**config.mk**
```make
export PLATFORM = sky130hd
export DESIGN_NAME = run_skip_dump_decoder_flat
export DESIGN_NICKNAME = d
export VERILOG_FILES = /design/src/rtl/core/rsd_pkg.sv /design/src/rtl/core/rsd_code_if.sv /design/src/rtl/core/rsd_cmd_if.sv /design/src/rtl/core/run_skip_dump_decoder.sv /design/src/flat_wrapper.sv
export SDC_FILE = /design/constraint.sdc
export NUM_CORES = 1
export LEC_CHECK = 0
export BUFFER_PORTS_ARGS = -buffer_cell sky130_fd_sc_hd__buf_4
export CORE_ASPECT_RATIO = 0.7
export CORE_MARGIN = 3
export CORE_UTILIZATION = 65
export CTS_CLUSTER_SIZE = 16
export DETAILED_ROUTE_END_ITERATION = 8
export GPL_TIMING_DRIVEN = 0
export PLACE_DENSITY = 0.86
export SLEW_MARGIN = 20
export SYNTH_ARGS = -nofsm -noshare
export SYNTH_HDL_FRONTEND = slang
export SYNTH_SLANG_ARGS = --single-unit
```
**constraint.sdc**
```tcl
create_clock -name clk -period 16.8 [get_ports clk]
set_input_delay 1.68 -clock clk [delete_from_list [all_inputs] [get_ports clk]]
set_output_delay 1.68 -clock clk [all_outputs]
set_load 0.01 [all_outputs]
```
**src/rtl/core/rsd_pkg.sv**
```systemverilog
// Shared types and constants for the run/skip/dump frame decoder.
package rsd_pkg;

	localparam int unsigned ADDRESS_WIDTH_DEFAULT = 16;
	localparam logic [15:0] FRAME_PIXELS_RESET    = 16'd64000;

	localparam int unsigned CountBits = 14;

	// Opcode and long-code boundaries
	localparam logic [7:0]  OPC_RUN       = 8'h00;
	localparam logic [7:0]  OPC_LONG      = 8'h80;
	localparam logic [15:0] LONG_STOP     = 16'h0000;
	localparam logic [15:0] LONG_RUN_BASE = 16'hC000;
	localparam logic [15:0] LONG_DMP_BASE = 16'h8000;

	// command_kind codes
	localparam logic [1:0] KIND_PIXEL    = 2'd0;
	localparam logic [1:0] KIND_FILL     = 2'd1;
	localparam logic [1:0] KIND_STOP     = 2'd2;
	localparam logic [1:0] KIND_OVERFLOW = 2'd3;

	typedef enum logic [2:0] {
		PH_OPCODE,
		PH_RUN_LEN,
		PH_RUN_VAL,
		PH_DUMP,
		PH_LONG_LO,
		PH_LONG_HI
	} phase_t;

	typedef struct packed {
		logic [1:0]           command_kind;
		logic [15:0]          pixel_address;
		logic [CountBits-1:0] run_length;
		logic [7:0]           pixel_value;
	} cmd_t;

endpackage

```
**src/rtl/core/rsd_code_if.sv**
```systemverilog
// Valid/ready channel carrying compressed code bytes into the decoder.
interface rsd_code_if;
	logic       valid;
	logic       ready;
	logic [7:0] code_byte;
	logic       record_start;

	modport source (output valid, output code_byte, output record_start, input ready);
	modport sink   (input valid, input code_byte, input record_start, output ready);
endinterface

```
**src/rtl/core/rsd_cmd_if.sv**
```systemverilog
// Valid/ready channel carrying frame-buffer commands out of the decoder.
interface rsd_cmd_if;
	logic                           valid;
	logic                           ready;
	logic [1:0]                     command_kind;
	logic [15:0]                    pixel_address;
	logic [rsd_pkg::CountBits-1:0]  run_length;
	logic [7:0]                     pixel_value;

	modport source (output valid, output command_kind, output pixel_address,
		output run_length, output pixel_value, input ready);
	modport sink   (input valid, input command_kind, input pixel_address,
		input run_length, input pixel_value, output ready);
endinterface

```
**src/rtl/core/run_skip_dump_decoder.sv**
```systemverilog
// Run/skip/dump animation body decoder: one code byte in, at most one command out.
// Each command is registered in the result register, or in the skid slot if the output stalls.
// Throughput: one code byte per cycle while the skid slot is empty; the parser state updates in the accept cycle
//   and a two-entry output buffer (result register plus skid) decouples the sides.
// Reset (arst_n low, asynchronous): parser expects an opcode, address, count, stop
//   and overflow flags clear, output buffer empty, frame_pixels returns to 64000.
module run_skip_dump_decoder #(
	parameter int unsigned ADDRESS_WIDTH = rsd_pkg::ADDRESS_WIDTH_DEFAULT
) (
	input  logic        clk,
	input  logic        arst_n,
	rsd_code_if.sink    code_ch,
	rsd_cmd_if.source   cmd_ch,
	input  logic        cfg_we,
	input  logic [15:0] cfg_wdata
);

	// write_address has one bit beyond ADDRESS_WIDTH and saturates at all ones
	localparam int unsigned AddrBits = ADDRESS_WIDTH + 1;
	// wide enough for address + 15-bit skip and for compare against 16-bit frame size
	localparam int unsigned SumBits  = ((AddrBits > 16) ? AddrBits : 16) + 1;
	localparam int unsigned CntBits  = rsd_pkg::CountBits;

	// ---------------- decoder state ----------------
	rsd_pkg::phase_t       phase_q;
	logic [AddrBits-1:0]   addr_q;
	logic [CntBits-1:0]    rem_q;
	logic [7:0]            low_q;
	logic                  stopped_q;
	logic                  ovf_q;
	logic [15:0]           frame_q;

	// values after an optional record_start clear
	rsd_pkg::phase_t       phase_e;
	logic [AddrBits-1:0]   addr_e;
	logic [CntBits-1:0]    rem_e;
	logic [7:0]            low_e;
	logic                  stopped_e;
	logic                  ovf_e;

	// next-state values
	rsd_pkg::phase_t       phase_n;
	logic [AddrBits-1:0]   addr_n;
	logic [CntBits-1:0]    rem_n;
	logic [7:0]            low_n;
	logic                  stopped_n;
	logic                  ovf_n;

	// a write or fill request out of the parser
	logic                  wr_req;
	logic [1:0]            wr_kind;
	logic [CntBits-1:0]    wr_len;
	logic [7:0]            wr_val;
	logic [14:0]           adv;

	logic                  res_valid;
	rsd_pkg::cmd_t         res;

	logic [15:0]           long_code;
	logic [CntBits-1:0]    rem_dec;
	logic [SumBits-1:0]    adv_sum;
	logic [SumBits-1:0]    end_sum;
	logic [SumBits-1:0]    addr_max;

	// ---------------- output buffer ----------------
	rsd_pkg::cmd_t         out_q;
	logic                  out_valid_q;
	rsd_pkg::cmd_t         skid_q;
	logic                  skid_valid_q;
	logic                  in_fire;
	logic                  out_fire;

	// Input is held off only while the skid slot is occupied.
	assign code_ch.ready = !skid_valid_q;
	assign in_fire       = code_ch.valid && code_ch.ready;
	assign out_fire      = cmd_ch.valid && cmd_ch.ready;

	assign addr_max  = SumBits'({AddrBits{1'b1}});
	assign long_code = {code_ch.code_byte, low_e};
	assign rem_dec   = (rem_e != '0) ? rem_e - CntBits'(1) : '0;

	always_comb begin
		// record_start clears everything before the byte is parsed
		if (code_ch.record_start) begin
			phase_e   = rsd_pkg::PH_OPCODE;
			addr_e    = '0;
			rem_e     = '0;
			low_e     = '0;
			stopped_e = 1'b0;
			ovf_e     = 1'b0;
		end else begin
			phase_e   = phase_q;
			addr_e    = addr_q;
			rem_e     = rem_q;
			low_e     = low_q;
			stopped_e = stopped_q;
			ovf_e     = ovf_q;
		end
	end

	always_comb begin
		phase_n   = phase_e;
		rem_n     = rem_e;
		low_n     = low_e;
		stopped_n = stopped_e;
		ovf_n     = ovf_e;
		wr_req    = 1'b0;
		wr_kind   = rsd_pkg::KIND_PIXEL;
		wr_len    = CntBits'(1);
		wr_val    = code_ch.code_byte;
		adv       = '0;
		res_valid = 1'b0;
		res       = '{command_kind: rsd_pkg::KIND_STOP,
			pixel_address: 16'(addr_e), run_length: '0, pixel_value: '0};

		// once stopped, bytes are swallowed until the next record start
		if (!stopped_e) begin
			case (phase_e)
				rsd_pkg::PH_OPCODE: begin
					if (code_ch.code_byte == rsd_pkg::OPC_RUN) begin
						phase_n = rsd_pkg::PH_RUN_LEN;
					end else if (code_ch.code_byte > rsd_pkg::OPC_LONG) begin
						// short skip: low seven bits
						adv = 15'(code_ch.code_byte[6:0]);
					end else if (code_ch.code_byte < rsd_pkg::OPC_LONG) begin
						rem_n   = CntBits'(code_ch.code_byte);
						phase_n = rsd_pkg::PH_DUMP;
					end else begin
						phase_n = rsd_pkg::PH_LONG_LO;
					end
				end
				rsd_pkg::PH_RUN_LEN: begin
					rem_n   = CntBits'(code_ch.code_byte);
					phase_n = rsd_pkg::PH_RUN_VAL;
				end
				rsd_pkg::PH_RUN_VAL: begin
					phase_n = rsd_pkg::PH_OPCODE;
					// zero-length run emits nothing
					if (rem_e != '0) begin
						rem_n   = '0;
						wr_req  = 1'b1;
						wr_kind = rsd_pkg::KIND_FILL;
						wr_len  = rem_e;
					end
				end
				rsd_pkg::PH_DUMP: begin
					rem_n  = rem_dec;
					if (rem_dec == '0) begin
						phase_n = rsd_pkg::PH_OPCODE;
					end
					wr_req = 1'b1;
				end
				rsd_pkg::PH_LONG_LO: begin
					low_n   = code_ch.code_byte;
					phase_n = rsd_pkg::PH_LONG_HI;
				end
				rsd_pkg::PH_LONG_HI: begin
					phase_n = rsd_pkg::PH_OPCODE;
					if (long_code == rsd_pkg::LONG_STOP) begin
						// stop is reported even after an overflow
						stopped_n = 1'b1;
						res_valid = 1'b1;
					end else if (long_code >= rsd_pkg::LONG_RUN_BASE) begin
						rem_n   = long_code[CntBits-1:0];
						phase_n = rsd_pkg::PH_RUN_VAL;
					end else if (long_code < rsd_pkg::LONG_DMP_BASE) begin
						adv = long_code[14:0];
					end else begin
						rem_n = long_code[CntBits-1:0];
						if (long_code[CntBits-1:0] != '0) begin
							phase_n = rsd_pkg::PH_DUMP;
						end
					end
				end
				default: begin
					phase_n = rsd_pkg::PH_OPCODE;
				end
			endcase
		end

		// write/fill: address always advances, result depends on overflow
		if (wr_req) begin
			adv = 15'(wr_len);
			if (!ovf_e) begin
				res_valid = 1'b1;
				res.run_length  = wr_len;
				res.pixel_value = wr_val;
				if (end_sum > SumBits'(frame_q)) begin
					ovf_n            = 1'b1;
					res.command_kind = rsd_pkg::KIND_OVERFLOW;
				end else begin
					res.command_kind = wr_kind;
				end
			end
		end
	end

	assign end_sum = SumBits'(addr_e) + SumBits'(wr_len);
	assign adv_sum = SumBits'(addr_e) + SumBits'(adv);
	// saturating address advance
	assign addr_n  = (adv_sum > addr_max) ? addr_max[AddrBits-1:0] : adv_sum[AddrBits-1:0];

	// configuration register
	always_ff @(posedge clk or negedge arst_n) begin
		if (!arst_n) begin
			frame_q <= rsd_pkg::FRAME_PIXELS_RESET;
		end else if (cfg_we) begin
			frame_q <= cfg_wdata;
		end
	end

	// parser state advances on every accepted item
	always_ff @(posedge clk or negedge arst_n) begin
		if (!arst_n) begin
			phase_q   <= rsd_pkg::PH_OPCODE;
			addr_q    <= '0;
			rem_q     <= '0;
			low_q     <= '0;
			stopped_q <= 1'b0;
			ovf_q     <= 1'b0;
		end else if (in_fire) begin
			phase_q   <= phase_n;
			addr_q    <= addr_n;
			rem_q     <= rem_n;
			low_q     <= low_n;
			stopped_q <= stopped_n;
			ovf_q     <= ovf_n;
		end
	end

	// result register plus skid slot
	always_ff @(posedge clk or negedge arst_n) begin
		if (!arst_n) begin
			out_valid_q  <= 1'b0;
			skid_valid_q <= 1'b0;
		end else if (skid_valid_q) begin
			// input is stalled; drain the skid into the result register
			if (out_fire) begin
				out_valid_q  <= 1'b1;
				skid_valid_q <= 1'b0;
			end
		end else if (in_fire && res_valid) begin
			if (!out_valid_q || out_fire) begin
				out_valid_q <= 1'b1;
			end else begin
				skid_valid_q <= 1'b1;
			end
		end else if (out_fire) begin
			out_valid_q <= 1'b0;
		end
	end

	always_ff @(posedge clk) begin
		if (skid_valid_q) begin
			if (out_fire) begin
				out_q <= skid_q;
			end
		end else if (in_fire && res_valid) begin
			if (!out_valid_q || out_fire) begin
				out_q <= res;
			end else begin
				skid_q <= res;
			end
		end
	end

	assign cmd_ch.valid         = out_valid_q;
	assign cmd_ch.command_kind  = out_q.command_kind;
	assign cmd_ch.pixel_address = out_q.pixel_address;
	assign cmd_ch.run_length    = out_q.run_length;
	assign cmd_ch.pixel_value   = out_q.pixel_value;

endmodule

```
**src/flat_wrapper.sv**
```systemverilog
// flat-port wrapper written by rule: the top's interface ports become plain ports
module run_skip_dump_decoder_flat 
#(
	parameter int unsigned ADDRESS_WIDTH = rsd_pkg::ADDRESS_WIDTH_DEFAULT
)
  (clk, arst_n, cfg_we, cfg_wdata, code_ch_valid, code_ch_code_byte, code_ch_record_start, code_ch_ready, cmd_ch_valid, cmd_ch_command_kind, cmd_ch_pixel_address, cmd_ch_run_length, cmd_ch_pixel_value, cmd_ch_ready);
  rsd_code_if code_ch_i ();
  rsd_cmd_if cmd_ch_i ();
  input  logic clk;
  input  logic arst_n;
  input  logic cfg_we;
  input  logic [15:0] cfg_wdata;
  input wire logic [$bits(code_ch_i.valid)-1:0] code_ch_valid;
  input wire logic [$bits(code_ch_i.code_byte)-1:0] code_ch_code_byte;
  input wire logic [$bits(code_ch_i.record_start)-1:0] code_ch_record_start;
  output wire logic [$bits(code_ch_i.ready)-1:0] code_ch_ready;
  output wire logic [$bits(cmd_ch_i.valid)-1:0] cmd_ch_valid;
  output wire logic [$bits(cmd_ch_i.command_kind)-1:0] cmd_ch_command_kind;
  output wire logic [$bits(cmd_ch_i.pixel_address)-1:0] cmd_ch_pixel_address;
  output wire logic [$bits(cmd_ch_i.run_length)-1:0] cmd_ch_run_length;
  output wire logic [$bits(cmd_ch_i.pixel_value)-1:0] cmd_ch_pixel_value;
  input wire logic [$bits(cmd_ch_i.ready)-1:0] cmd_ch_ready;
  assign code_ch_i.valid = code_ch_valid;
  assign code_ch_i.code_byte = code_ch_code_byte;
  assign code_ch_i.record_start = code_ch_record_start;
  assign code_ch_ready = code_ch_i.ready;
  assign cmd_ch_valid = cmd_ch_i.valid;
  assign cmd_ch_command_kind = cmd_ch_i.command_kind;
  assign cmd_ch_pixel_address = cmd_ch_i.pixel_address;
  assign cmd_ch_run_length = cmd_ch_i.run_length;
  assign cmd_ch_pixel_value = cmd_ch_i.pixel_value;
  assign cmd_ch_i.ready = cmd_ch_ready;
  run_skip_dump_decoder #(.ADDRESS_WIDTH(ADDRESS_WIDTH)) u_core (.clk(clk), .arst_n(arst_n), .code_ch(code_ch_i), .cmd_ch(cmd_ch_i), .cfg_we(cfg_we), .cfg_wdata(cfg_wdata));
endmodule
```
==> load_flow_metrics.sql, run 1 <==
INSERT INTO impl_metrics (metric_group, metric, value, unit) VALUES
('outcome', 'outcome', 'completed', ''),
('clocking', 'cts_buffer_depth', '2', ''),
('setup_path', 'required', '16.93', 'ns'),
('setup_path', 'regToRegSetupSlack', '9.52', 'ns'),
('grt', 'wire_length_of_the_first_global_routing_pass', '39800', 'µm'),
('pwr', 'power.internal', '871', 'µW'),
('clocking', 'tritoncts_clock_tree', 'yes', ''),
('timing', 'setup_total_negative_slack', '0', 'ns'),
('timing', 'fmaxAchievable', '107', 'MHz'),
('die', 'die_width', '144', 'µm'),
('worst_hold_path', 'timing.hold.worst.start', 'u_core.frame_q[9]', ''),
('pwr', 'irDropWorstVdd', '87.1', 'µV'),
('timing', 'period_share', '55.9', '%'),
('timing', 'tightestPinTransition', '1.09', 'ns'),
('synth', 'synthesis.area', '8690', 'µm²'),
('grt', 'gr-total-overflow', '0', ''),
('setup_path', 'worstReg2RegEnd', 'u_core.skid_q[38]', ''),
('placement', 'placed_cell_area', '9510', 'µm²'),
('worst_hold_path', 'holdPathStages', '2', ''),
('worst_hold_path', 'min_path_type', 'reg -> reg', ''),
('die', 'placement_rows', '34', ''),
('placement', 'detailedPlacementHpwl', '18200', 'µm'),
('clocking', 'clk_transition_reported_paths', '0.06', 'ns'),
('die', 'number_of_top_level_design_ports', '72', ''),
('timing', 'final-setup-viol-count', '0', ''),
('routing', 'routed_wl', '25900', 'µm'),
('routing', 'drt_pre_antenna_iters', '8', ''),
('job', 'max_cap_viol_count', '0', ''),
('finish', 'layout-drive-gt1-share', '18.0', '%'),
('routing', 'final_antenna_net_count', '0', ''),
('routing', 'wire_per_inst', '22.7', 'µm'),
('timing', 'hold-worst-slack', '0.526', 'ns'),
('timing', 'worst_clk_skew', '0.0118', 'ns'),
('setup_path', 'crit_family', 'compound AO/OA/AOI/OAI gates', ''),
('clocking', 'cts_htree_levels', '4', ''),
('routing', 'detailed_route_via_count', '7847', ''),
('setup_path', 'cp_launch_point', 'code_ch_record_start', ''),
('clocking', 'cts-buffers-inserted', '17', ''),
('synth', 'gate_count_post_synth', '871', ''),
('clocking', 'cts_resized', '0', ''),
('worst_hold_path', 'min_delay_worst_endpoint', 'u_core.frame_q[9]', ''),
('routing', 'route.detailed.vias_per_inst', '6.88', ''),
('synth', 'synth.yosys.warnings', '0', ''),
('timing', 'final_max_slew_viol_count', '0', ''),
('grt', 'grt.total_usage', '35.4', '%'),
('grt', 'largest_net_degree_at_the_start_of_global_routing', '63', ''),
('pwr', 'swShare', '36.8', '%'),
('timing', 'unrepaired_setup_endpoints_after_global_routing', 'no', ''),
('synth', 'synth_cell_types', '78', ''),
('timing', 'slew_headroom', '27.0', '%'),
('clocking', 'clk-insertion-delay-late', '0.42', 'ns'),
('die', 'design.core.area', '12700', 'µm²'),
('timing', 'final-hold-violation-count', '0', ''),
('setup_path', 'critPathSlowestCell', 'sky130_fd_sc_hd__a211oi_2', ''),
('grt', 'grt_antenna_before_repair', '0', ''),
('finish', 'nets', '1045', ''),
('pwr', 'static_leakage', '4.42', 'nW'),
('finish', 'final_area', '10100', 'µm²'),
('synth', 'synth.net_count', '950', ''),
('pwr', 'p_sw', '507', 'µW'),
('clocking', 'post-cts-setup-buffers', '0', ''),
('pwr', 'fraction_of_power_consumed_by_the_clock_network', '27.6', '%'),
('setup_path', 'rr_worst_depth', '24', ''),
('finish', 'final.fill_count', '821', ''),
('die', 'floorplan.die_area', '14800', 'µm²'),
('die', 'initial_utilization', '68.3', '%'),
('pwr', 'pwr-share-seq', '34.8', '%'),
('routing', 'dr.first_iter.drc_count', '1264', ''),
('clocking', 'cts_hold_buf', '0', ''),
('clocking', 'cts.root.buffer_cell', 'sky130_fd_sc_hd__clkbuf_16', ''),
('setup_path', 'r2r-start', 'u_core.rem_q[6]', '');
## routing by layer
| metal | share of wire, % | GRT usage, % | vias up |
|---|---|---|---|
| met5 | 0 | 0 | - |
| met4 | 5.2 | 15.1 | 0 |
| met3 | 12 | 8.39 | 162 |
| met2 | 44 | 54.9 | 616 |
| met1 | 39 | 48.4 | 3662 |
| li1 | - | - | 3407 |
## cell usage after synthesis (8+ instances only)
| cell | count | share of area (%) |
|---|---|---|
| sky130_fd_sc_hd__a211oi_1 | 10 | 0.86 |
| sky130_fd_sc_hd__a21o_1 | 15 | 1.3 |
| sky130_fd_sc_hd__a21oi_1 | 54 | 3.1 |
| sky130_fd_sc_hd__a22o_1 | 13 | 1.3 |
| sky130_fd_sc_hd__a22oi_1 | 10 | 0.86 |
| sky130_fd_sc_hd__and2_1 | 8 | 0.58 |
| sky130_fd_sc_hd__and3_1 | 10 | 0.72 |
| sky130_fd_sc_hd__clkbuf_1 | 27 | 1.2 |
| sky130_fd_sc_hd__dfrtp_1 | 56 | 16 |
| sky130_fd_sc_hd__edfxtp_1 | 80 | 28 |
| sky130_fd_sc_hd__ha_1 | 47 | 6.8 |
| sky130_fd_sc_hd__inv_1 | 44 | 1.9 |
| sky130_fd_sc_hd__mux2_2 | 23 | 3.0 |
| sky130_fd_sc_hd__nand2_1 | 93 | 4.0 |
| sky130_fd_sc_hd__nand2b_1 | 14 | 1.0 |
| sky130_fd_sc_hd__nand3_1 | 11 | 0.63 |
| sky130_fd_sc_hd__nor2_1 | 60 | 2.6 |
| sky130_fd_sc_hd__nor2b_1 | 19 | 1.4 |
| sky130_fd_sc_hd__nor3_1 | 14 | 0.81 |
| sky130_fd_sc_hd__nor4_1 | 11 | 0.79 |
| sky130_fd_sc_hd__o21a_1 | 11 | 0.95 |
| sky130_fd_sc_hd__o21ai_0 | 68 | 3.9 |
| sky130_fd_sc_hd__o31ai_1 | 11 | 0.95 |
| sky130_fd_sc_hd__xnor2_1 | 20 | 2.0 |
| sky130_fd_sc_hd__xor2_1 | 10 | 1.0 |
## flip-flops by register name, indices dropped and copies added, names as in the netlist
signal	flops
u_core.phase_q	3
u_core.rem_q	14
u_core.cmd_ch.pixel_address	16
u_core.skid_q	40
u_core.cmd_ch.command_kind	2
u_core.stopped_q	1
u_core.frame_q	16
u_core.low_q	8
u_core.cmd_ch.pixel_value	8
u_core.cmd_ch.valid	1
u_core.cmd_ch.run_length	14
u_core.skid_valid_q	1
u_core.addr_q	17
u_core.ovf_q	1
## logic make-up after synthesis
group                    Yosys count  synth area share (%)
XOR/XNOR                          30                  3.03
multiplexers                      31                  4.19
adder cells (fa/ha/maj)           49                  7.23
buffers and inverters             83                  4.13
flip-flops                       142                  45.6
AO/OA/AOI/OAI                    257                  19.9
AND/OR/NAND/NOR                  279                  16.0
## through the flow
stage | worst slack [ns] | power [mW] | util (%) | std cells
final | 7.41 | 1.38 | 79.4 | 1140
after global routing | 7.16 | 1.43 | 79.4 | 1140
after CTS | 7.35 | 1.36 | 79.4 | 1140
after detailed placement | 7.03 | 0.981 | 74.8 | 1109
after global placement | 7.10 | 0.956 | 74.1 | 1104
after floorplan | 9.28 | 0.817 | - | 871
## worst register-to-register path: stages, from the launching register on
cell and delay, ns:
sky130_fd_sc_hd__dfrtp_1 0.36, sky130_fd_sc_hd__clkbuf_1 0.25, sky130_fd_sc_hd__or4_1 0.72, sky130_fd_sc_hd__nand2b_1 0.34
sky130_fd_sc_hd__o31ai_4 0.34, sky130_fd_sc_hd__nor3b_1 0.18, sky130_fd_sc_hd__buf_2 0.23, sky130_fd_sc_hd__nand2_1 0.29
sky130_fd_sc_hd__inv_1 0.09, sky130_fd_sc_hd__ha_1 0.32, sky130_fd_sc_hd__a211oi_1 0.35, sky130_fd_sc_hd__o211ai_1 0.20
sky130_fd_sc_hd__a31o_2 0.29, sky130_fd_sc_hd__a21o_1 0.21, sky130_fd_sc_hd__a21o_1 0.20, sky130_fd_sc_hd__a21oi_1 0.18
sky130_fd_sc_hd__xnor2_1 0.17, sky130_fd_sc_hd__ha_1 0.29, sky130_fd_sc_hd__a211oi_1 0.26, sky130_fd_sc_hd__o21bai_1 0.10
sky130_fd_sc_hd__a21o_1 0.19, sky130_fd_sc_hd__a221o_1 0.30, sky130_fd_sc_hd__a211o_1 0.31, sky130_fd_sc_hd__a211oi_2 0.64
sky130_fd_sc_hd__a21boi_0 0.23
## worst max-delay path by stage
stage	slack, ns	cells after the start	end
final	7.41	30	u_core.skid_q[38]
after global placement	7.10	30	u_core.cmd_ch.command_kind[1]
after global routing	7.16	30	u_core.skid_q[38]
after detailed placement	7.03	30	u_core.skid_q[38]
after floorplan	9.28	29	u_core.skid_q[38]
after CTS	7.35	30	u_core.skid_q[38]
## cell usage in the layout (no fill, tap or decap), drive strengths merged, types with 28 or more instances in the layout
master	Yosys	layout
ha	47	47
buf	11	87
clkbuf	27	44
o21ai	71	71
edfxtp	80	80
nand2	93	93
mux2	28	28
dfrtp	56	56
nor2	61	61
a21oi	54	54
inv	44	50
## area by class of cell
| class | count | area (µm²) | area share [%] |
|---|---|---|---|
| inverters | 45 | 169 | 1.67 |
| clock inverters | 14 | 159 | 1.57 |
| repair buffers | 76 | 594 | 5.88 |
| flip-flops and latches | 142 | 3960 | 39.2 |
| clock buffers | 17 | 425 | 4.21 |
| well taps | 162 | 203 | 2.01 |
| plain buffers | 38 | 190 | 1.88 |
| multi-input cells | 646 | 4400 | 43.6 |
## power groups by stage
stage	combinational, mW	sequential, mW	clock, mW
6_report	0.518	0.479	0.381
5_1_grt	0.555	0.484	0.395
4_1_cts	0.505	0.478	0.380
3_5_place_dp	0.497	0.484	0
3_3_place_gp	0.473	0.484	0
2_1_floorplan	0.330	0.487	0
No activity file was read; power rests on OpenSTA's default activity.
==> run 2: changes to the inputs <==
--- a/config.mk
+++ b/config.mk
@@ -8,11 +8,11 @@
 export BUFFER_PORTS_ARGS = -buffer_cell sky130_fd_sc_hd__buf_4
 export CORE_ASPECT_RATIO = 0.7
 export CORE_MARGIN = 3
-export CORE_UTILIZATION = 65
+export CORE_UTILIZATION = 55
 export CTS_CLUSTER_SIZE = 16
 export DETAILED_ROUTE_END_ITERATION = 8
 export GPL_TIMING_DRIVEN = 0
-export PLACE_DENSITY = 0.86
+export PLACE_DENSITY = 0.77
 export SLEW_MARGIN = 20
 export SYNTH_ARGS = -nofsm -noshare
 export SYNTH_HDL_FRONTEND = slang
==> constraint.sdc (replaced) <==
create_clock -name clk -period 8.55 [get_ports clk]
set_input_delay 0.855 -clock clk [delete_from_list [all_inputs] [get_ports clk]]
set_output_delay 0.855 -clock clk [all_outputs]
set_load 0.01 [all_outputs]
==> run 2 against run 1 <==
Net effect: worst setup slack worse by 7.0 ns; clock skew up 0.00091 ns; final cell count up 3.0%; critical path depth unchanged; core utilization down 12 points; via count down 5.2%; combinational power up 93%; global-route usage down 6.8 points; largest cell class unchanged.
==> load_flow_metrics.sql, run 2 (synthesis gave the netlist of run 1 again) <==
INSERT INTO impl_metrics (metric_group, metric, value, unit) VALUES
('finish', 'stdcell_count', '1174', ''),
('worst_hold_path', 'holdPathStages', '1', ''),
('outcome', 'outcome', 'completed', ''),
('pwr', 'static_leakage', '4.43', 'nW'),
('die', 'initial_utilization', '57.6', '%'),
('die', 'die_width', '156', 'µm'),
('routing', 'detailed_route_via_count', '7438', ''),
('clocking', 'numClockSinks', '142', ''),
('clocking', 'clk-insertion-delay-late', '0.43', 'ns'),
('pwr', 'irDropWorstVdd', '139', 'µV'),
('clocking', 'cts_buffer_depth', '2', ''),
('timing', 'unrepaired_setup_endpoints_after_global_routing', 'no', ''),
('die', 'floorplan.die_area', '17400', 'µm²'),
('timing', 'final_max_slew_viol_count', '0', ''),
('setup_path', 'r2r-start', 'u_core.rem_q[6]', ''),
('clocking', 'cts-buffers-inserted', '17', ''),
('timing', 'final_period_minus_worst_setup_slack', '8.13', 'ns'),
('die', 'design.core.area', '15100', 'µm²'),
('routing', 'route.detailed.vias_per_inst', '6.34', ''),
('setup_path', 'critical_path.endpoint_type', 'flop', ''),
('clocking', 'clk_transition_reported_paths', '0.07', 'ns'),
('finish', 'layout-drive-gt1-share', '18.2', '%'),
('timing', 'period_share', '95.1', '%'),
('setup_path', 'worstSetupStartpointType', 'primary input', ''),
('clocking', 'cts_htree_levels', '4', ''),
('finish', 'regMostFlops', 'u_core.skid_q', ''),
('clocking', 'cts_hold_buf', '0', ''),
('timing', 'slew_headroom', '41.5', '%'),
('routing', 'dr.first_iter.drc_count', '977', ''),
('grt', 'gr-total-overflow', '0', ''),
('grt', 'number_of_global_route_vias_before_repair', '7042', ''),
('placement', 'place_congestion', '0.964', ''),
('finish', 'multi_input_comb_area', '4400', 'µm²'),
('clocking', 'post-cts-setup-buffers', '0', ''),
('grt', 'grt.total_usage', '28.6', '%'),
('timing', 'final-hold-violation-count', '0', ''),
('die', 'die_h', '111', 'µm'),
('die', 'placement_rows', '37', ''),
('finish', 'nets', '1045', ''),
('finish', 'sequential_cell_area', '3960', 'µm²'),
('routing', 'final_antenna_net_count', '0', ''),
('die', 'number_of_top_level_design_ports', '72', ''),
('finish', 'diodes', '0', ''),
('placement', 'post-place-cells', '1142', ''),
('setup_path', 'worstReg2RegEnd', 'u_core.cmd_ch.command_kind[0]', ''),
('routing', 'wire_per_inst', '21.0', 'µm'),
('placement', 'detailedPlacementHpwl', '17600', 'µm'),
('worst_hold_path', 'min_path_type', 'reg -> reg', ''),
('finish', 'commonest_non_fill_non_tap_cells_in_the_layout', 'sky130_fd_sc_hd__nand2_1 (93), sky130_fd_sc_hd__edfxtp_1 (80), sky130_fd_sc_hd__buf_4 (76), sky130_fd_sc_hd__o21ai_0 (68), sky130_fd_sc_hd__nor2_1 (60)', ''),
('placement', 'dp_worst_setup_slack', '-0.114', 'ns'),
('setup_path', 'critical_path_class', 'in -> reg', ''),
('timing', 'final-setup-viol-count', '0', ''),
('clocking', 'cts_resized', '0', ''),
('timing', 'timing.final.ws_setup', '0.419', 'ns'),
('setup_path', 'critPathSlowestCell', 'sky130_fd_sc_hd__a211oi_2', ''),
('finish', 'reg_top3', 'u_core.skid_q x40, u_core.addr_q x17', ''),
('setup_path', 'critPathArrivalTime', '8.27', 'ns'),
('timing', 'fmaxAchievable', '123', 'MHz'),
('timing', 'tightestPinTransition', '0.870', 'ns'),
('grt', 'grt_antenna_before_repair', '0', ''),
('clocking', 'cts.root.buffer_cell', 'sky130_fd_sc_hd__clkbuf_16', ''),
('finish', 'p_r_area_growth_vs_syn', '17.0', '%'),
('setup_path', 'critPathMaxFanout', '10', ''),
('setup_path', 'timing.critical_path.slowest_cell_delay', '0.56', 'ns'),
('grt', 'wire_length_of_the_first_global_routing_pass', '38800', 'µm'),
('setup_path', 'required', '8.68', 'ns'),
('routing', 'routed_wl', '24600', 'µm'),
('worst_hold_path', 'min_delay_worst_endpoint', 'u_core.addr_q[0]', ''),
('finish', 'final.fill_count', '1192', ''),
('job', 'max_cap_viol_count', '0', ''),
('timing', 'worst_clk_skew', '0.0127', 'ns'),
('setup_path', 'rr_worst_depth', '24', ''),
('routing', 'drt_pre_antenna_iters', '6', ''),
('placement', 'numPortBuffers', '71', ''),
('pwr', 'pwr_density_cell', '266', 'nW/µm²'),
('routing', 'remaining_drc_errors', '0', ''),
('setup_path', 'regToRegSetupSlack', '1.61', 'ns'),
('clocking', 'tritoncts_clock_tree', 'yes', ''),
('finish', 'final_common_cell', 'sky130_fd_sc_hd__nand2_1', ''),
('finish', 'largest_register_ffs', '40', ''),
('grt', 'largest_net_degree_at_the_start_of_global_routing', '63', ''),
('worst_hold_path', 'timing.hold.worst.start', 'u_core.addr_q[0]', '');
==> run 2: stage by stage <==
| step | cell area [µm²] | utilization (%) | TNS (ns) | total power [mW] | hold slack [ns] |
|---|---|---|---|---|---|
| global placement | 9460 | 62.7 | -0.242 | 1.89 | 0.486 |
| finish | 10200 | 67.3 | 0 | 2.71 | 0.504 |
| CTS | 10200 | 67.3 | 0 | 2.69 | 0.506 |
| global route | 10200 | 67.3 | 0 | 2.84 | 0.532 |
| floorplan | 8690 | - | 0 | 1.60 | 0.474 |
| detailed placement | 9550 | 63.3 | -0.320 | 1.92 | 0.491 |
==> run 2: cell type report <==
type	instances	area share [%]
Buffer	38	1.87
Clock buffer	18	4.32
Clock inverter	14	1.64
Inverter	45	1.66
Multi-Input combinational cell	646	43.3
Sequential cell	142	39.0
Tap cell	195	2.40
Timing Repair Buffer	76	5.85
==> run 2: how the worst max path moves through the flow <==
stage                                    start                             to  slack (ns)
final                     code_ch_record_start  u_core.cmd_ch.command_kind[0]        0.42
after global routing      code_ch_record_start  u_core.cmd_ch.command_kind[0]        0.01
after CTS                 code_ch_record_start  u_core.cmd_ch.command_kind[0]        0.31
after detailed placement  code_ch_record_start  u_core.cmd_ch.command_kind[0]       -0.11
after global placement    code_ch_record_start  u_core.cmd_ch.command_kind[0]       -0.09
after floorplan           code_ch_record_start              u_core.skid_q[38]        1.85
==> run 2: critical path, delay by kind of cell <==
family          cells  cell delay, ns
simple gates        4            1.01
fa+ha+maj           3            0.83
buf+inv             8            2.18
xor+xnor            1            0.16
compound gates     14            3.20
==> run 2: per-layer routing <==
metal	track usage (%)	up-vias	routed length [µm]	part of all wire [%]
met5	0	-	0	0
met4	10.1	0	614	2.5
met3	6.71	64	2780	11
met2	41.1	463	10600	43
met1	42.3	3501	10600	43
li1	-	3410	-	-
==> run 2: power by group <==
part           total (mW)  internal (mW)  leakage (nW)  switching, mW
clock               0.774          0.427         0.300          0.347
combinational       0.999          0.402          2.61          0.596
sequential          0.936          0.873          1.52         0.0624
==> run 3: changes to the inputs <==
==> constraint.sdc (replaced) <==
create_clock -name clk -period 8.55 [get_ports clk]
set_input_delay 1.2825 -clock clk [delete_from_list [all_inputs] [get_ports clk]]
set_output_delay 1.2825 -clock clk [all_outputs]
set_load 0.01 [all_outputs]
==> run 3 against run 2 <==
Net effect: non-clock buffer count down 1; count of clock-buffer cells in the layout unchanged; total power about the same; sequential power about the same.
==> load_flow_metrics.sql, run 3 (synthesis gave the netlist of run 1 again) <==
INSERT INTO impl_metrics (metric_group, metric, value, unit) VALUES
('outcome', 'outcome', 'completed', ''),
('setup_path', 'timing.critical_path.slowest_cell_delay', '0.57', 'ns'),
('grt', 'largest_net_degree_at_the_start_of_global_routing', '63', ''),
('timing', 'final_period_minus_worst_setup_slack', '8.16', 'ns'),
('pwr', 'comb_power_share', '36.8', '%'),
('placement', 'detailedPlacementHpwl', '17600', 'µm'),
('die', 'die_h', '111', 'µm'),
('routing', 'wire_per_inst', '21.0', 'µm'),
('clocking', 'cts.root.buffer_cell', 'sky130_fd_sc_hd__clkbuf_16', ''),
('setup_path', 'worstSetupStartpointType', 'primary input', ''),
('setup_path', 'path_buf_inv', '7', ''),
('pwr', 'irDropWorstVdd', '139', 'µV'),
('die', 'die_width', '156', 'µm'),
('finish', 'commonest_non_fill_non_tap_cells_in_the_layout', 'sky130_fd_sc_hd__nand2_1 (93), sky130_fd_sc_hd__edfxtp_1 (80), sky130_fd_sc_hd__buf_4 (76), sky130_fd_sc_hd__o21ai_0 (68), sky130_fd_sc_hd__nor2_1 (60)', ''),
('timing', 'unrepaired_setup_endpoints_after_global_routing', 'no', ''),
('routing', 'dr.first_iter.drc_count', '945', ''),
('clocking', 'clk-insertion-delay-late', '0.43', 'ns'),
('grt', 'gr-total-overflow', '0', ''),
('routing', 'routed_wl', '24600', 'µm'),
('placement', 'place_congestion', '0.964', ''),
('die', 'initial_utilization', '57.6', '%'),
('timing', 'setup_total_negative_slack', '0', 'ns'),
('die', 'floorplan.die_area', '17400', 'µm²'),
('timing', 'tightestPinTransition', '0.897', 'ns'),
('clocking', 'cts_resized', '1', ''),
('finish', 'diodes', '0', ''),
('die', 'placement_rows', '37', ''),
('clocking', 'cts_htree_levels', '4', ''),
('pwr', 'p_sw', '1.00', 'mW'),
('setup_path', 'critPathArrivalTime', '8.29', 'ns'),
('worst_hold_path', 'min_path_type', 'reg -> reg', ''),
('pwr', 'pwr-share-seq', '34.6', '%'),
('routing', 'route.detailed.vias_per_inst', '6.33', ''),
('clocking', 'cts_hold_buf', '0', ''),
('die', 'design.core.area', '15100', 'µm²'),
('pwr', 'fraction_of_power_consumed_by_the_clock_network', '28.6', '%'),
('clocking', 'post-cts-setup-buffers', '0', ''),
('setup_path', 'crit_family', 'compound AO/OA/AOI/OAI gates', ''),
('routing', 'remaining_drc_errors', '0', ''),
('routing', 'drt_pre_antenna_iters', '6', ''),
('timing', 'final-setup-viol-count', '0', ''),
('timing', 'fmaxAchievable', '123', 'MHz'),
('pwr', 'fin_total_pwr', '2.71', 'mW'),
('timing', 'period_share', '95.4', '%'),
('clocking', 'clk_transition_reported_paths', '0.07', 'ns'),
('pwr', 'swShare', '37.1', '%'),
('timing', 'worst_clk_skew', '0.00854', 'ns'),
('pwr', 'static_leakage', '4.43', 'nW'),
('grt', 'wire_length_of_the_first_global_routing_pass', '38900', 'µm'),
('timing', 'slew_headroom', '39.7', '%'),
('finish', 'nets', '1044', ''),
('finish', 'regMostFlops', 'u_core.skid_q', ''),
('pwr', 'pwr_density_cell', '266', 'nW/µm²'),
('setup_path', 'critPathSlowestCell', 'sky130_fd_sc_hd__a211oi_2', ''),
('pwr', 'power.internal', '1.70', 'mW'),
('finish', 'largest_register_ffs', '40', ''),
('setup_path', 'critPathMaxFanout', '16', ''),
('finish', 'layout-drive-gt1-share', '18.3', '%'),
('timing', 'final-hold-violation-count', '0', ''),
('clocking', 'cts_buffer_depth', '2', ''),
('routing', 'detailed_route_via_count', '7421', ''),
('clocking', 'cts-buffers-inserted', '17', ''),
('finish', 'final_common_cell', 'sky130_fd_sc_hd__nand2_1', ''),
('setup_path', 'required', '8.68', 'ns'),
('setup_path', 'critical_path_class', 'in -> reg', ''),
('finish', 'p_r_area_growth_vs_syn', '17.0', '%'),
('clocking', 'numClockSinks', '142', ''),
('grt', 'number_of_global_route_vias_before_repair', '7045', ''),
('grt', 'grt.total_usage', '28.7', '%'),
('job', 'max_cap_viol_count', '0', ''),
('placement', 'numPortBuffers', '71', ''),
('routing', 'final_antenna_net_count', '0', ''),
('setup_path', 'critical_path.endpoint_type', 'flop', ''),
('finish', 'reg_top3', 'u_core.skid_q x40, u_core.addr_q x17', ''),
('clocking', 'tritoncts_clock_tree', 'yes', ''),
('grt', 'grt_antenna_before_repair', '0', ''),
('timing', 'final_max_slew_viol_count', '0', ''),
('die', 'number_of_top_level_design_ports', '72', '');
[run 3: cell type report]
type | count | area [µm²]
Timing Repair Buffer | 76 | 594
Multi-Input combinational cell | 646 | 4400
Clock inverter | 14 | 166
Clock buffer | 18 | 439
Fill cell | 1190 | 4930
Inverter | 45 | 169
Sequential cell | 142 | 3960
Tap cell | 195 | 244
Buffer | 37 | 188
[run 3: power by group through the flow]
stage	Combinational (mW)	Clock, mW	Sequential [mW]
floorplan	0.649	0	0.956
global placement	0.938	0	0.949
detailed placement	0.970	0	0.947
CTS	0.983	0.774	0.935
global route	1.09	0.801	0.949
finish	0.997	0.773	0.936
[run 3: worst paths after layout]
check	from	endpoint	slack (ns)	depth (start not counted)
max	code_ch_record_start	u_core.cmd_ch.command_kind[0]	0.39	29
min	u_core.addr_q[0]	u_core.addr_q[0]	0.51	1
max reg2reg	u_core.rem_q[6]	u_core.cmd_ch.command_kind[0]	1.57	24
min reg2reg	u_core.addr_q[0]	u_core.addr_q[0]	0.51	1
max in group asynchronous	arst_n	u_core.addr_q[8]	7.02	1
min in group asynchronous	arst_n	u_core.rem_q[11]	0.97	1
[run 3: stage by stage]
step | setup WS (ns) | cell area, µm² | util (%) | instances | hold WS [ns]
2_1_floorplan | 1.42 | 8690 | - | 871 | 0.474
3_3_place_gp | -0.521 | 9460 | 62.7 | 1137 | 0.486
3_5_place_dp | -0.542 | 9550 | 63.3 | 1142 | 0.491
4_1_cts | 0.214 | 10200 | 67.3 | 1174 | 0.506
5_1_grt | 0.00600 | 10200 | 67.3 | 1173 | 0.532
6_report | 0.393 | 10200 | 67.3 | 1173 | 0.508
[run 3: metal layers]
metal / up-vias / track usage [%] / wire, µm
met1: 3470 / 42.6 / 10600
met4: 0 / 10.1 / 760
met2: 473 / 41.0 / 10500
met3: 74 / 6.71 / 2790
li1: 3404 / - / -
met5: - / 0 / 0
